===== src/hdl/eipl_pkg.sv =====
`timescale 1ns / 1ps
// ----------------------------------------------------------------------------
// eipl_pkg: shared types and constants of the IPv4 payload locator
// Frame size limit, header constants, status codes and the transaction
// structs of the input byte channel and the result channel.
// ----------------------------------------------------------------------------
package eipl_pkg;

  localparam int MAX_FRAME_BYTES = 16384;
  // byte counter holds 0..MAX_FRAME_BYTES
  localparam int IDX_W           = $clog2(MAX_FRAME_BYTES + 1);
  // offsets computed from header fields may run a little past the limit
  localparam int CALC_W          = IDX_W + 1;
  localparam int FIELD_W         = 15;

  localparam int MIN_FRAME       = 42;
  localparam int ETH_TYPE_OFFSET = 12;
  localparam int TAG_BYTES       = 4;
  localparam int IP_TYPE_BYTES   = 2;
  localparam int IP_PROTO_OFFSET = 9;
  localparam int TCP_DOFF_OFFSET = 12;
  localparam int UDP_HDR_BYTES   = 8;

  localparam logic [15:0] TYPE_VLAN   = 16'h8100;
  localparam logic [15:0] TYPE_IPV4   = 16'h0800;
  localparam logic [7:0]  PROTO_TCP   = 8'd6;
  localparam logic [7:0]  PROTO_UDP   = 8'd17;
  localparam logic [3:0]  IP_VERSION4 = 4'd4;

  typedef enum logic {
    PH_ETH,
    PH_IP
  } phase_t;

  typedef enum logic [3:0] {
    ST_FOUND       = 4'd0,
    ST_SHORT       = 4'd1,
    ST_NOT_IPV4    = 4'd2,
    ST_BAD_VERSION = 4'd3,
    ST_IP_TRUNC    = 4'd4,
    ST_OTHER_L4    = 4'd5,
    ST_L4_TRUNC    = 4'd6,
    ST_EMPTY       = 4'd7,
    ST_OVERSIZE    = 4'd8
  } status_t;

  typedef struct packed {
    logic [7:0] data_byte;
    logic       first_of_frame;
    logic       last_of_frame;
  } in_item_t;

  typedef struct packed {
    logic [3:0]         status;
    logic [FIELD_W-1:0] payload_offset;
    logic [FIELD_W-1:0] payload_length;
    logic [FIELD_W-1:0] ip_header_offset;
    logic [FIELD_W-1:0] l4_header_offset;
    logic               is_tcp;
  } out_item_t;

endpackage


===== src/hdl/eipl_in_stage.sv =====
`timescale 1ns / 1ps
// ----------------------------------------------------------------------------
// eipl_in_stage: input register
// Holds one accepted byte transaction until the parser consumes it; takes a
// new one in the same cycle the held one moves on.
// ----------------------------------------------------------------------------
module eipl_in_stage (
  input  logic               clk,
  input  logic               rst_n,
  input  logic               in_valid,
  output logic               in_stall,
  input  eipl_pkg::in_item_t in_item,
  input  logic               advance,
  output logic               s1_valid,
  output eipl_pkg::in_item_t s1_item
);
  import eipl_pkg::*;

  logic     s1_valid_r;
  logic     s1_valid_nxt;
  in_item_t s1_item_r;
  logic     load;

  assign in_stall = s1_valid_r && !advance;
  assign load     = in_valid && !in_stall;

  always_comb begin
    s1_valid_nxt = s1_valid_r;
    if (!in_stall) begin
      s1_valid_nxt = in_valid;
    end
  end

  always_ff @(posedge clk) begin
    if (!rst_n) begin
      s1_valid_r <= 1'b0;
    end else begin
      s1_valid_r <= s1_valid_nxt;
    end
  end

  always_ff @(posedge clk) begin
    if (load) begin
      s1_item_r <= in_item;
    end
  end

  assign s1_valid = s1_valid_r;
  assign s1_item  = s1_item_r;

endmodule


===== src/hdl/eipl_frame_parser.sv =====
`timescale 1ns / 1ps
// ----------------------------------------------------------------------------
// eipl_frame_parser: per-frame header tracking and final length checks
// Updates the running header registers with each consumed byte and, on the
// last byte of a frame, forms the result from the updated values.
// ----------------------------------------------------------------------------
module eipl_frame_parser (
  input  logic                clk,
  input  logic                rst_n,
  input  logic                take,
  input  eipl_pkg::in_item_t  item,
  output eipl_pkg::out_item_t result
);
  import eipl_pkg::*;

  // running frame state
  logic [IDX_W-1:0]  idx_r,      idx_nxt;
  logic [CALC_W-1:0] tfo_r,      tfo_nxt;
  logic [15:0]       tshift_r,   tshift_nxt;
  logic [CALC_W-1:0] ip_start_r, ip_start_nxt;
  logic [3:0]        ver_r,      ver_nxt;
  logic [3:0]        ihl_r,      ihl_nxt;
  logic [7:0]        proto_r,    proto_nxt;
  logic [3:0]        doff_r,     doff_nxt;
  phase_t            phase_r,    phase_nxt;
  logic              over_r,     over_nxt;

  // state at the start of this byte (cleared on a first mark)
  logic [IDX_W-1:0]  b_idx;
  logic [CALC_W-1:0] b_tfo, b_ip_start;
  logic [15:0]       b_tshift;
  logic [3:0]        b_ver, b_ihl, b_doff;
  logic [7:0]        b_proto;
  phase_t            b_phase;
  logic              b_over;

  // state after this byte
  logic [IDX_W-1:0]  u_idx;
  logic [CALC_W-1:0] u_tfo, u_ip_start;
  logic [15:0]       u_tshift;
  logic [3:0]        u_ver, u_ihl, u_doff;
  logic [7:0]        u_proto;
  phase_t            u_phase;
  logic              u_over;

  logic [CALC_W-1:0] idx_c;
  logic              in_range;
  logic [15:0]       type_word;
  logic              at_type_lo;
  logic              type_done;

  always_comb begin
    if (item.first_of_frame) begin
      b_idx      = '0;
      b_tfo      = CALC_W'(ETH_TYPE_OFFSET);
      b_tshift   = '0;
      b_ip_start = '0;
      b_ver      = '0;
      b_ihl      = '0;
      b_proto    = '0;
      b_doff     = '0;
      b_phase    = PH_ETH;
      b_over     = 1'b0;
    end else begin
      b_idx      = idx_r;
      b_tfo      = tfo_r;
      b_tshift   = tshift_r;
      b_ip_start = ip_start_r;
      b_ver      = ver_r;
      b_ihl      = ihl_r;
      b_proto    = proto_r;
      b_doff     = doff_r;
      b_phase    = phase_r;
      b_over     = over_r;
    end
  end

  assign idx_c      = CALC_W'(b_idx);
  assign in_range   = b_idx < IDX_W'(MAX_FRAME_BYTES);
  assign type_word  = b_tshift | {8'h00, item.data_byte};
  assign at_type_lo = in_range && (b_phase == PH_ETH) && (idx_c == b_tfo + CALC_W'(1));
  assign type_done  = at_type_lo && (type_word != TYPE_VLAN);

  // phase: Ethernet/tag run until a non-tag type word completes
  always_comb begin
    u_phase = b_phase;
    if (type_done) begin
      u_phase = PH_IP;
    end
  end

  always_comb begin
    u_idx      = b_idx;
    u_tfo      = b_tfo;
    u_tshift   = b_tshift;
    u_ip_start = b_ip_start;
    u_ver      = b_ver;
    u_ihl      = b_ihl;
    u_proto    = b_proto;
    u_doff     = b_doff;
    u_over     = b_over;
    if (!in_range) begin
      u_over = 1'b1;
    end else begin
      u_idx = b_idx + IDX_W'(1);
      if (b_phase == PH_ETH) begin
        if (idx_c == b_tfo) begin
          u_tshift = {item.data_byte, 8'h00};
        end else if (at_type_lo) begin
          u_tshift = type_word;
          if (type_done) begin
            u_ip_start = b_tfo + CALC_W'(IP_TYPE_BYTES);
          end else begin
            u_tfo = b_tfo + CALC_W'(TAG_BYTES);
          end
        end
      end else begin
        if (idx_c == b_ip_start) begin
          u_ver = item.data_byte[7:4];
          u_ihl = item.data_byte[3:0];
        end
        if (idx_c == b_ip_start + CALC_W'(IP_PROTO_OFFSET)) begin
          u_proto = item.data_byte;
        end
        if (idx_c > b_ip_start &&
            idx_c == b_ip_start + CALC_W'({b_ihl, 2'b00}) + CALC_W'(TCP_DOFF_OFFSET)) begin
          u_doff = item.data_byte[7:4];
        end
      end
    end
  end

  // every frame ends with the registers back at their cleared values
  always_comb begin
    if (item.last_of_frame) begin
      idx_nxt      = '0;
      tfo_nxt      = CALC_W'(ETH_TYPE_OFFSET);
      tshift_nxt   = '0;
      ip_start_nxt = '0;
      ver_nxt      = '0;
      ihl_nxt      = '0;
      proto_nxt    = '0;
      doff_nxt     = '0;
      phase_nxt    = PH_ETH;
      over_nxt     = 1'b0;
    end else begin
      idx_nxt      = u_idx;
      tfo_nxt      = u_tfo;
      tshift_nxt   = u_tshift;
      ip_start_nxt = u_ip_start;
      ver_nxt      = u_ver;
      ihl_nxt      = u_ihl;
      proto_nxt    = u_proto;
      doff_nxt     = u_doff;
      phase_nxt    = u_phase;
      over_nxt     = u_over;
    end
  end

  always_ff @(posedge clk) begin
    if (!rst_n) begin
      idx_r      <= '0;
      tfo_r      <= CALC_W'(ETH_TYPE_OFFSET);
      tshift_r   <= '0;
      ip_start_r <= '0;
      ver_r      <= '0;
      ihl_r      <= '0;
      proto_r    <= '0;
      doff_r     <= '0;
      phase_r    <= PH_ETH;
      over_r     <= 1'b0;
    end else if (take) begin
      idx_r      <= idx_nxt;
      tfo_r      <= tfo_nxt;
      tshift_r   <= tshift_nxt;
      ip_start_r <= ip_start_nxt;
      ver_r      <= ver_nxt;
      ihl_r      <= ihl_nxt;
      proto_r    <= proto_nxt;
      doff_r     <= doff_nxt;
      phase_r    <= phase_nxt;
      over_r     <= over_nxt;
    end
  end

  // end-of-frame checks, in priority order
  logic [CALC_W-1:0] len;
  logic [CALC_W-1:0] l4start;
  logic [CALC_W-1:0] l4len;
  logic [CALC_W-1:0] l4end;
  logic              tcp;

  assign len     = CALC_W'(u_idx);
  assign l4start = u_ip_start + CALC_W'({u_ihl, 2'b00});
  assign tcp     = (u_proto == PROTO_TCP);
  assign l4len   = tcp ? CALC_W'({u_doff, 2'b00}) : CALC_W'(UDP_HDR_BYTES);
  assign l4end   = l4start + l4len;

  always_comb begin
    result = '0;
    if (u_over) begin
      result.status = ST_OVERSIZE;
    end else if (len < CALC_W'(MIN_FRAME)) begin
      result.status = ST_SHORT;
    end else if (u_phase == PH_ETH) begin
      // in a tag run: short only when cut right after a tag's 0x8100 word
      result.status = (len + CALC_W'(IP_TYPE_BYTES) == u_tfo) ? ST_SHORT : ST_NOT_IPV4;
    end else if (len <= u_ip_start) begin
      result.status = ST_SHORT;
    end else if (u_tshift != TYPE_IPV4) begin
      result.status = ST_NOT_IPV4;
    end else begin
      result.ip_header_offset = FIELD_W'(u_ip_start);
      if (u_ver != IP_VERSION4) begin
        result.status = ST_BAD_VERSION;
      end else if (len < l4start || u_ip_start + CALC_W'(IP_PROTO_OFFSET) >= len) begin
        result.status = ST_IP_TRUNC;
      end else if (!tcp && u_proto != PROTO_UDP) begin
        result.status           = ST_OTHER_L4;
        result.l4_header_offset = FIELD_W'(l4start);
      end else begin
        result.l4_header_offset = FIELD_W'(l4start);
        result.is_tcp           = tcp;
        if (tcp && l4start + CALC_W'(TCP_DOFF_OFFSET) >= len) begin
          result.status = ST_L4_TRUNC;
        end else if (len < l4end) begin
          result.status = ST_L4_TRUNC;
        end else if (len == l4end) begin
          result.status = ST_EMPTY;
        end else begin
          result.status         = ST_FOUND;
          result.payload_offset = FIELD_W'(l4end);
          result.payload_length = FIELD_W'(len - l4end);
        end
      end
    end
  end

  a_clear_after_last: assert property (@(posedge clk) disable iff (!rst_n)
    take && item.last_of_frame |=> idx_r == '0 && phase_r == PH_ETH && !over_r)
    else $error("frame state not cleared after last byte");

  a_ip_follows_type: assert property (@(posedge clk) disable iff (!rst_n)
    phase_r == PH_IP |-> ip_start_r == tfo_r + CALC_W'(IP_TYPE_BYTES))
    else $error("IP header start does not follow the type field");

  a_found_nonempty: assert property (@(posedge clk) disable iff (!rst_n)
    take && item.last_of_frame && result.status == ST_FOUND |->
      result.payload_length != '0 && result.is_tcp == tcp)
    else $error("payload reported with zero length");

endmodule


===== src/hdl/ethernet_ipv4_payload_locator.sv =====
`timescale 1ns / 1ps
// ----------------------------------------------------------------------------
// ethernet_ipv4_payload_locator: Ethernet/802.1Q/IPv4/TCP-UDP payload locator
// Parses a byte stream frame by frame and reports where the L4 payload sits.
// ----------------------------------------------------------------------------
// Usage:
//   Input channel (in_valid/in_stall/in_item) carries one frame byte per
//   transaction with first/last marks. Any number of 802.1Q tags is skipped.
//   Output channel (out_valid/out_stall/out_item) carries one result
//   transaction per frame, issued for the byte marked last; other bytes
//   produce nothing.
//   Throughput: one byte per cycle unless a last byte waits for room in
//   the output register; the per-byte header update and the end-of-frame
//   checks fit between the input and result registers.
//   Stall: a result waits in the output register; bytes keep flowing until
//   the next last byte reaches the parser while that result is unclaimed,
//   then in_stall rises and holds until out_stall drops.
//   Reset (rst_n low, synchronous) empties both registers and returns the
//   parser to the start of a frame.
// ----------------------------------------------------------------------------
module ethernet_ipv4_payload_locator (
  input  logic                clk,
  input  logic                rst_n,
  input  logic                in_valid,
  output logic                in_stall,
  input  eipl_pkg::in_item_t  in_item,
  output logic                out_valid,
  input  logic                out_stall,
  output eipl_pkg::out_item_t out_item
);
  import eipl_pkg::*;

  logic      s1_valid;
  in_item_t  s1_item;
  logic      s1_go;
  logic      out_free;
  logic      emit;
  out_item_t result;

  logic      out_valid_r, out_valid_nxt;
  out_item_t out_item_r;

  eipl_in_stage u_in_stage (
    .clk      (clk),
    .rst_n    (rst_n),
    .in_valid (in_valid),
    .in_stall (in_stall),
    .in_item  (in_item),
    .advance  (s1_go),
    .s1_valid (s1_valid),
    .s1_item  (s1_item)
  );

  // only a last byte needs room in the output register
  assign out_free = !out_valid_r || !out_stall;
  assign s1_go    = s1_valid && (!s1_item.last_of_frame || out_free);
  assign emit     = s1_go && s1_item.last_of_frame;

  eipl_frame_parser u_parser (
    .clk    (clk),
    .rst_n  (rst_n),
    .take   (s1_go),
    .item   (s1_item),
    .result (result)
  );

  always_comb begin
    out_valid_nxt = out_valid_r;
    if (emit) begin
      out_valid_nxt = 1'b1;
    end else if (!out_stall) begin
      out_valid_nxt = 1'b0;
    end
  end

  always_ff @(posedge clk) begin
    if (!rst_n) begin
      out_valid_r <= 1'b0;
    end else begin
      out_valid_r <= out_valid_nxt;
    end
  end

  always_ff @(posedge clk) begin
    if (emit) begin
      out_item_r <= result;
    end
  end

  assign out_valid = out_valid_r;
  assign out_item  = out_item_r;

  a_result_from_last: assert property (@(posedge clk) disable iff (!rst_n)
    $rose(out_valid_r) |-> $past(emit))
    else $error("result raised without a last byte");

  a_mid_frame_no_stall: assert property (@(posedge clk) disable iff (!rst_n)
    s1_valid && !s1_item.last_of_frame |-> !in_stall)
    else $error("input stalled on a byte that produces no result");

  a_stall_only_on_full: assert property (@(posedge clk) disable iff (!rst_n)
    in_stall |-> s1_valid && out_valid_r && out_stall)
    else $error("input stalled while output register has room");

endmodule

===== config.mk =====
export PLATFORM = sky130hd
export DESIGN_NAME = ethernet_ipv4_payload_locator
export DESIGN_NICKNAME = d
export VERILOG_FILES = /design/src/hdl/eipl_pkg.sv /design/src/hdl/eipl_in_stage.sv /design/src/hdl/eipl_frame_parser.sv /design/src/hdl/ethernet_ipv4_payload_locator.sv
export SDC_FILE = /design/constraint.sdc
export NUM_CORES = 1
export LEC_CHECK = 0
export BUFFER_PORTS_ARGS = -buffer_cell sky130_fd_sc_hd__buf_2
export CAP_MARGIN = 15
export CELL_PAD_IN_SITES_DETAIL_PLACEMENT = 1
export CELL_PAD_IN_SITES_GLOBAL_PLACEMENT = 2
export CORE_ASPECT_RATIO = 1.2
export CORE_MARGIN = 4
export CORE_UTILIZATION = 30
export DETAILED_ROUTE_END_ITERATION = 6
export HOLD_SLACK_MARGIN = 0.06
export PLACE_DENSITY = 0.77
export RECOVER_POWER = 50
export SYNTH_ARGS = -nofsm -noshare
export SYNTH_HDL_FRONTEND = slang
export SYNTH_SLANG_ARGS = --single-unit

===== constraint.sdc =====
create_clock -name clk -period 22.8 [get_ports clk]
set_input_delay 2.28 -clock clk [delete_from_list [all_inputs] [get_ports clk]]
set_output_delay 2.28 -clock clk [all_outputs]
set_load 0.02 [all_outputs]

==> out/summary.md, run 1 <==
Clock tree synthesis inserted a total of 17 buffers. By count the netlist is led by sky130_fd_sc_hd__nor2_1 (168), sky130_fd_sc_hd__nand2_1 (132), sky130_fd_sc_hd__xnor2_1 (115), sky130_fd_sc_hd__ha_1 (110), sky130_fd_sc_hd__nor2b_1 (96). The tools report the warning count from the yosys run as 0.

The cell that appears most often on the critical path is sky130_fd_sc_hd__inv_1. The sum of net half-perimeters after detailed placement was 47.8 mm; the number of inserted filler cells in the final layout was 5,663. The count of buffers added on input and output ports is 80. Detailed routing inserted a total of 13,800 vias. Total negative slack for setup checks: 0 ns.

Post-synthesis to final-layout area growth: 10.9%. The maximum level of the CTS H-tree is 4. At the pin with the least slew margin, the transition time is 5.24 ns.

The max-slew violation count is 266, and the via count of the first global-routing pass is 14,300. The tools report the global-route total usage across every layer as 0.231. The worst clock skew on the final layout is 0.00936 ns. The fraction of the core area covered by cells at the end of the flow was 0.338. The later pin in the worst-skew pair is clocked with a latency of 0.48 ns. In this run, synthesis inferred 75 flip-flops with an integrated enable. In the routed design, unresolved DRC markers number 0. The final worst-path cycle share is 0.683, and the total area of multi-input combinational cells is 9710 µm². In the post-synthesis netlist, the biggest area contributors are sky130_fd_sc_hd__edfxtp_1 (16%), sky130_fd_sc_hd__dfxtp_1 (12%), sky130_fd_sc_hd__ha_1 (9.5%).

Once placement finished, the instance area stood at 15,500 µm². At the end of routability-driven placement, the weighted congestion stood at 0.959. The top achievable clock speed was 64.2 MHz. Buffers added to address setup during post-CTS repair amount to 0. The number of cells on the worst reg-to-reg path is 36. The final reports fail on capacitance limit, slew limit. TritonCTS built the clock tree.

The tools report the total of endpoints with negative setup slack in the final report as 0. Summed over all instances, the cell type with the most area after synthesis is sky130_fd_sc_hd__edfxtp_1. The tools report the total congestion overflow as 0. The count of nets left with antenna violations once routing finished came out at 0. Registers take 3990 µm². After synthesis the netlist holds a flip-flop and latch count of 162. After the first detailed-routing iteration, the DRC count stood at 810.

The critical path is of the register to register type. STA classifies the critical path endpoint as a register. The critical path crosses 36 cells after its start point. Counting every net in the synthesized netlist gives 1,898. The wire length per cell was 25.0 µm; the post-synthesis sequential area ratio was 0.277. For this run, the post-layout net count is 1,932. The die boundary width was 208 µm; the average cell area after synthesis was 8.14 µm².

The number of antenna violations at the first check in global routing is 1, and the number of placed I/O pins is 81. Setup repair after global routing left no endpoint under its margin. In this run, post-CTS repair resized a total of 0 instances. The worst-case IR drop observed on VDD is 0.0513 mV. The master of the slowest instance on the critical path is sky130_fd_sc_hd__clkbuf_1.

The worst path in the final design needs a cycle of 15.58 ns, including I/O delays and setup. Dividing the detail-routed via count by the number of cells gives 5.64. The pin count of the biggest net entering global routing was 111. The tools report the number of max-cap violations as 3. Grouping stages by cell kind, the critical path spends the most delay in buffers and inverters.

In this run the register-to-register setup slack is 7.22 ns. The largest fanout on the critical path was 110. The design draws 638 µW. Number of hold-slack violations in the final timing report: 0. The first detailed-routing pass took 5 iterations.

The tools report the startpoint class of the critical path as a register. Post-synth design cell area: 14,400 µm². Synthesis produced 1,771 cells.

The tools report the destination of the worst register-to-register timing path as out_item[34]. Clock-pin slew was measured on the worst setup and hold paths at 0.07 ns. The combined buffer and inverter count along the critical path came out at 8. The total number of placement rows is 87, and the fraction of layout cells with a size suffix above 1 is 0.0677. STA puts the critical path data arrival time at 15.91 ns. The y dimension of the die came out at 248 µm. The tools report the final design instance area without fill as 16,000 µm². In this run the clock root is driven by a sky130_fd_sc_hd__clkbuf_16.

For this block, the routed nets add up to 61.0 mm of wire. The run gives 90 as the number of distinct library cells after synthesis. Startpoint of the worst-slack reg-to-reg timing path: u_in_stage.s1_item[1]. The first-pass GRT wire length is 90.6 mm, and the quantity of hold-fixing buffers added after cts is 0. The leakage power is 5.73 nW. The class of the tightest hold or removal check is register to register. The worst slew slack as a fraction of its limit is -2.50. The die covers 51,700 µm². The initial core utilization was 0.305. The number of antenna diodes in the final layout is 0. The flow ran to the end, but the final reports show violations.

Fraction of post-synthesis cell area in the top cell type by area: 0.156. Share of async-settable or async-resettable flops after synthesis: 0. The most repeated cell in the gate-level netlist after synthesis is sky130_fd_sc_hd__nor2_1.

No sink is reached through more buffers than the 2 on the longest clock path. Power density over the cells: 39.9 nW/µm². The most critical setup path has its startpoint at u_in_stage.s1_item[1]. The delay of the slowest cell on the worst path was 3.63 ns; the count of clock tree sinks was 162. In this run the worst setup path terminates at out_item[34]. The tools report the hold path startpoint as u_parser.doff_r[2]. The most used flip-flop cell after synthesis is sky130_fd_sc_hd__dfxtp_1. For the worst setup path, the data required time is 23.13 ns. After floorplanning, the core was sized to cover 47,200 µm².
[metrics by stage]
step | cells | worst slack (ns) | hold slack [ns]
floorplan | 1771 | 13.48 | 0.436
global placement | 2407 | 12.27 | 0.447
detailed placement | 2407 | 11.74 | 0.457
CTS | 2439 | 11.70 | 0.469
global route | 2441 | 6.02 | 0.503
finish | 2441 | 7.22 | 0.468
[layout make-up]
class	instances	share of cell area
clock buffer	18	0.0275
clock inverter	14	0.00986
inverter	84	0.0197
multi-input combinational	1422	0.607
sequential	162	0.250
tap	623	0.0487
timing repair buffer	118	0.0372
[flip-flops by register name, summed over array words and instances, names as in the netlist, 8 cells and up]
signal and count:
out_item 65, u_parser.ip_start_r 16, u_parser.tfo_r 16, u_parser.tshift_r 16, u_parser.idx_r 15, u_in_stage.s1_item 10, u_parser.proto_r 8
[worst reg2reg max path, delay by kind of cell (launching register included)]
family / cells / cell delay (ns)
multiplexers: 2 / 0.72
AND/OR/NAND/NOR: 12 / 2.66
XOR/XNOR: 2 / 0.36
buffers and inverters: 8 / 7.15
flip-flops: 1 / 0.33
adder cells (fa/ha/maj): 3 / 0.89
AO/OA/AOI/OAI: 9 / 3.31
[power breakdown]
part           leakage [nW]  internal (mW)  switching (mW)
registers              1.47          0.306         0.00346
clock network         0.294          0.150           0.150
logic                  3.97        0.00743          0.0216
total                  5.73          0.463           0.175
[metal layers]
metal | vias up | part of all wire | wire, µm | track usage
met5 | - | 0 | 0 | 0
met4 | 0 | 0.046 | 2790 | 0.110
met3 | 110 | 0.034 | 2100 | 0.0232
met2 | 370 | 0.49 | 30200 | 0.415
met1 | 6877 | 0.43 | 26000 | 0.278
li1 | 6422 | - | - | -
[layout by cell type (no fill, tap or decap), types with 11 or more instances in the layout]
cell / Yosys / routed
sky130_fd_sc_hd__nor2_1: 168 / 167
sky130_fd_sc_hd__nand2_1: 132 / 132
sky130_fd_sc_hd__xnor2_1: 115 / 115
sky130_fd_sc_hd__ha_1: 110 / 110
sky130_fd_sc_hd__nor2b_1: 96 / 96
sky130_fd_sc_hd__dfxtp_1: 87 / 87
sky130_fd_sc_hd__inv_1: 83 / 83
sky130_fd_sc_hd__clkbuf_1: 69 / 75
sky130_fd_sc_hd__edfxtp_1: 75 / 75
sky130_fd_sc_hd__o21ai_0: 70 / 70
sky130_fd_sc_hd__nor3_1: 67 / 67
sky130_fd_sc_hd__a21oi_1: 64 / 64
sky130_fd_sc_hd__nand3_1: 56 / 56
sky130_fd_sc_hd__xor2_1: 45 / 45
sky130_fd_sc_hd__a22oi_1: 43 / 43
sky130_fd_sc_hd__nor4_1: 40 / 39
sky130_fd_sc_hd__nand4_1: 32 / 32
sky130_fd_sc_hd__buf_4: 0 / 30
sky130_fd_sc_hd__a21o_1: 28 / 28
sky130_fd_sc_hd__and2_1: 26 / 25
sky130_fd_sc_hd__mux2i_1: 25 / 25
sky130_fd_sc_hd__a21boi_0: 21 / 21
sky130_fd_sc_hd__nand2b_1: 20 / 20
sky130_fd_sc_hd__or3_1: 18 / 18
sky130_fd_sc_hd__o21a_1: 18 / 18
sky130_fd_sc_hd__clkbuf_16: 0 / 17
sky130_fd_sc_hd__or2_2: 16 / 16
sky130_fd_sc_hd__nand3b_1: 14 / 14
sky130_fd_sc_hd__or4_1: 13 / 13
sky130_fd_sc_hd__a31oi_1: 13 / 13
sky130_fd_sc_hd__buf_2: 23 / 12
sky130_fd_sc_hd__and4_1: 11 / 11
sky130_fd_sc_hd__and3_1: 12 / 11
[how the worst min path moves through the flow]
| stage | to | slack (ns) | cells past startpoint |
|---|---|---|---|
| finish | u_parser.doff_r[2] | 0.47 | 2 |
| global route | u_parser.doff_r[2] | 0.50 | 2 |
| CTS | u_parser.doff_r[2] | 0.47 | 2 |
| detailed placement | u_parser.doff_r[2] | 0.46 | 2 |
| global placement | u_parser.doff_r[1] | 0.45 | 2 |
| floorplan | u_parser.doff_r[1] | 0.44 | 2 |
[cell families after synthesis]
logic type	Yosys count	share of synthesized area
AO/OA/AOI/OAI	347	0.161
multiplexers	34	0.0255
AND/OR/NAND/NOR	764	0.283
adder cells (fa/ha/maj)	113	0.0996
XOR/XNOR	164	0.103
buffers and inverters	187	0.0515
flip-flops	162	0.277
No activity file was read; power rests on OpenSTA's default activity.
==> run 2, diff against run 1 <==
Settings changed: ABC_AREA set to 1, PLACE_DENSITY 0.77 to 0.8.
Clock period 22.8 ns to 14.8 ns, I/O delays scaled along.
==> run 2 against run 1 <==
  * The run still ends with capacitance limit, slew limit left
  * Flip-flop and latch count did not move
  * Non-clock buffer count shrank 22
  * Count of clock-buffer cells in the layout is the same
  * Final cell count grew 16%
  * Critical path depth is 1 higher
  * Critical endpoint is now out_item[54]
  * Clock skew rose by 0.0091 ns
  * Clock power rose by 55%
  * Sequential power grew 53%
  * Worst setup slack got worse by 3.8 ns
==> out/summary.md, run 2 <==
The flow ran to the end, but the final reports show violations. The worst hold path passes through 2 cells. The clock transition at the registers of the reported paths works out to 0.08 ns. Setup violations remaining at the end of the flow were counted as 0. Endpoint required time on the critical path: 15.07 ns. The number of nets still failing antenna checks after routing was 0. Synthesis produced a netlist whose cell count is 2,123.

Global-route total usage across every layer: 0.222. The number of nets handed over by synthesis was 2,250. Across the run, the number of max-cap violations was 5. Buffers placed on the I/O ports in this run total 80. In this design, the stage delay of the slowest critical-path cell is 2.20 ns.

In the post-synthesis netlist, the biggest area contributors are sky130_fd_sc_hd__edfxtp_1 (16%), sky130_fd_sc_hd__nand2_1 (14%), sky130_fd_sc_hd__dfxtp_1 (12%). The number of DRC markers after the initial detailed-route iteration came out at 915. The total clock buffers created by CTS is 17, and the y dimension of the die is 249 µm. The tools report the library cell used as clock root buffer as sky130_fd_sc_hd__clkbuf_16. The most repeated cell in the gate-level netlist after synthesis was sky130_fd_sc_hd__nand2_1. The top achievable clock speed was 87.5 MHz. The post-synth design cell area is 14,500 µm². In this run the power spent charging and discharging nets is 275 µW.

For this design, the CTS-stage hold fixing added 0 buffers. Between clock sinks in the finished design, the worst skew comes to 0.0185 ns. The maximum clock path buffer count is 2. For the pin count of the biggest net entering global routing, the log shows 87. The initial core utilization is 0.302, and the share of async-settable or async-resettable flops after synthesis is 0. After floorplanning, the core was sized to cover 48,000 µm². The H-tree was split into 4 levels.

STA puts the critical path data arrival time at 11.70 ns. The cell repeated most along the worst path was sky130_fd_sc_hd__nand2_1. After clock tree synthesis, the setup repair step added 0 buffers. The largest fanout on the critical path is 69, and the total congestion overflow is 0.

The max-slew violation count was 331. Internal power comes to 704 µW. Final period demand of the worst path: 11.42 ns. Summed over all instances, the cell type with the most area after synthesis is sky130_fd_sc_hd__edfxtp_1.

TritonCTS built the clock tree. The commonest non-fill, non-tap cell in the layout is sky130_fd_sc_hd__nand2_1. For the worst slew slack as a fraction of its limit, the log shows -2.07. Summed over all failing endpoints, the final setup total negative slack is 0 ns. On the critical path, the stage with the largest delay is an instance of sky130_fd_sc_hd__clkbuf_1. The net switching fraction of the power came out at 0.281.

For the number of hold-slack violations in the final timing report, the log shows 0. The final weighted congestion in routability-driven placement came out at 0.936. The post-synthesis to final-layout area growth works out to 10.5%. The final worst-path cycle share came out at 0.772.

The run gives 6.72 nW as the leakage power. The die covers 52,000 µm². The compound-cell area share of the yosys netlist is 0.112. The first global-routing pass estimated 90.4 mm of wire. Wire length per cell: 20.8 µm. The fraction of layout cells with a size suffix above 1 is 0.0868. The actual slew at the worst max-slew pin works out to 4.61 ns.

The fraction of the core area covered by cells at the end of the flow is 0.334. The critical path is of the register to register type. In the routed design, unresolved DRC markers number 0.

For the sum of net half-perimeters after detailed placement, the log shows 46.9 mm. For the via count of the first global-routing pass, the log shows 15,100. Leaving out fill and tap cells, the most frequent cells in the layout are sky130_fd_sc_hd__nand2_1 (538), sky130_fd_sc_hd__inv_1 (240), sky130_fd_sc_hd__nor2_1 (229). The clock reaches the later pin of the worst-skew pair after 0.47 ns. For this design the top-level I/O count stands at 81. The floorplan has 88 rows. The share of the synthesized netlist area taken by xor and xnor gates is 0.0725, and the vias after detailed routing is 14,600. Setup repair after global routing left no endpoint under its margin. Kind of capture point of the worst setup path: a register. The fraction of power consumed by the clock network came out at 0.474.

After synthesis the netlist holds a flip-flop and latch count of 162. The fraction of post-synthesis cell area in the top cell type by area came out at 0.155. The final reports fail on capacitance limit, slew limit. The net count of the finished layout is 2,314. The warning count from the yosys run was 0.

From left edge to right edge, the die measures 209 µm. The count of clock tree sinks is 162. For the logic gate share of total power, the log shows 0.043.

OpenSTA, run right after detailed placement, puts the worst setup slack at 5.53 ns. After detailed routing, the number of vias per cell comes to 5.17. Relative contribution of sequential cells to total power: 0.483. Number of flip-flops under the largest register name: 65.

The dominant register cell in the synthesized netlist was sky130_fd_sc_hd__dfxtp_1. The power density over the cells is 61.0 nW/µm². The number of detailed-routing iterations run before antenna repair came out at 5. Measured in cells, the most critical reg-to-reg path has a length of 37. After synthesis, the netlist uses 68 different library cells.

The adder and majority cell fraction of the synthesized area was 0.0989; the post-synthesis share of cell area spent on and, or, nand and nor gates was 0.349. The min-delay analysis places its worst path in the category register to register. The post-synthesis sequential area ratio is 0.275, and the number of synthesized flops with an enable pin is 75. The worst-case IR drop observed on VDD is 0.0566 mV. A synthesized cell averages 6.84 µm².

The number of antenna violations at the first check in global routing was 1. Power comes to 979 µW. The worst setup path is launched from a register.

Counting instances in the post-synthesis netlist gives the leading cell types as sky130_fd_sc_hd__nand2_1 (537), sky130_fd_sc_hd__inv_1 (238), sky130_fd_sc_hd__nor2_1 (230), sky130_fd_sc_hd__a21oi_1 (147), sky130_fd_sc_hd__nand3_1 (124). Once the clock tree was built, the resizer swapped 0 gates to a different size. The largest family of logic cells by synthesized area is simple AND/OR/NAND/NOR gates. Proportion of synthesized area in mux cells: 0.000689. The final critical-path setup slack was 3.38 ns; the overall routed net length was 58.8 mm.
[run 2: logic make-up after synthesis]
logic type                 count (synthesis)
buffers and inverters                    329
AOI/OAI and AO/OA                        292
adders and majority gates                113
xor gates and xnor gates                 118
muxes                                      1
and+or+nand+nor                         1108
DFF                                      162
[run 2: through the flow]
| stage | instances | area (µm²) | hold WS (ns) |
|---|---|---|---|
| 4_1_cts | 2830 | 16200 | 0.468 |
| 5_1_grt | 2830 | 16000 | 0.490 |
| 3_3_place_gp | 2798 | 15600 | 0.453 |
| 6_report | 2831 | 16000 | 0.468 |
| 2_1_floorplan | 2123 | 14500 | 0.442 |
| 3_5_place_dp | 2798 | 15600 | 0.456 |
[run 2: critical path, delay by kind of cell (launching register included)]
kind | cells | cell delay, ns
DFF | 1 | 0.33
adders and majority gates | 4 | 1.28
and+or+nand+nor | 19 | 4.23
buffers and inverters | 6 | 3.54
xor gates and xnor gates | 1 | 0.15
AOI/OAI and AO/OA | 7 | 1.62
[run 2: layout make-up]
class | instances | area [µm²]
Timing Repair Buffer | 96 | 405
Clock buffer | 18 | 429
Antenna cell | 1 | 2.50
Sequential cell | 162 | 3990
Inverter | 278 | 1050
Tap cell | 630 | 788
Clock inverter | 14 | 165
Fill cell | 6162 | 32000
Multi-Input combinational cell | 1632 | 9210
[run 2: power groups by stage]
stage,Sequential [mW],Combinational [mW],Clock (mW)
after floorplan,0.483,0.0271,0
after global placement,0.483,0.0425,0
after detailed placement,0.483,0.0430,0
after CTS,0.472,0.0431,0.476
after global routing,0.473,0.0454,0.493
final,0.473,0.0422,0.464
[run 2: metal layers]
metal,vias to the layer above,share of wire,global-route usage
met5,-,0,0
met4,0,0.042,0.0908
met3,95,0.026,0.0195
met2,286,0.50,0.399
met1,7154,0.43,0.272
li1,7100,-,-
[run 2: worst paths after layout]
path / startpoint / endpoint / slack [ns]
hold / removal: u_parser.ip_start_r[13] / u_parser.ip_start_r[13] / 0.47
hold reg to reg: u_parser.ip_start_r[13] / u_parser.ip_start_r[13] / 0.47
setup reg to reg: u_in_stage.s1_item[1] / out_item[54] / 3.38
setup / recovery: u_in_stage.s1_item[1] / out_item[54] / 3.38
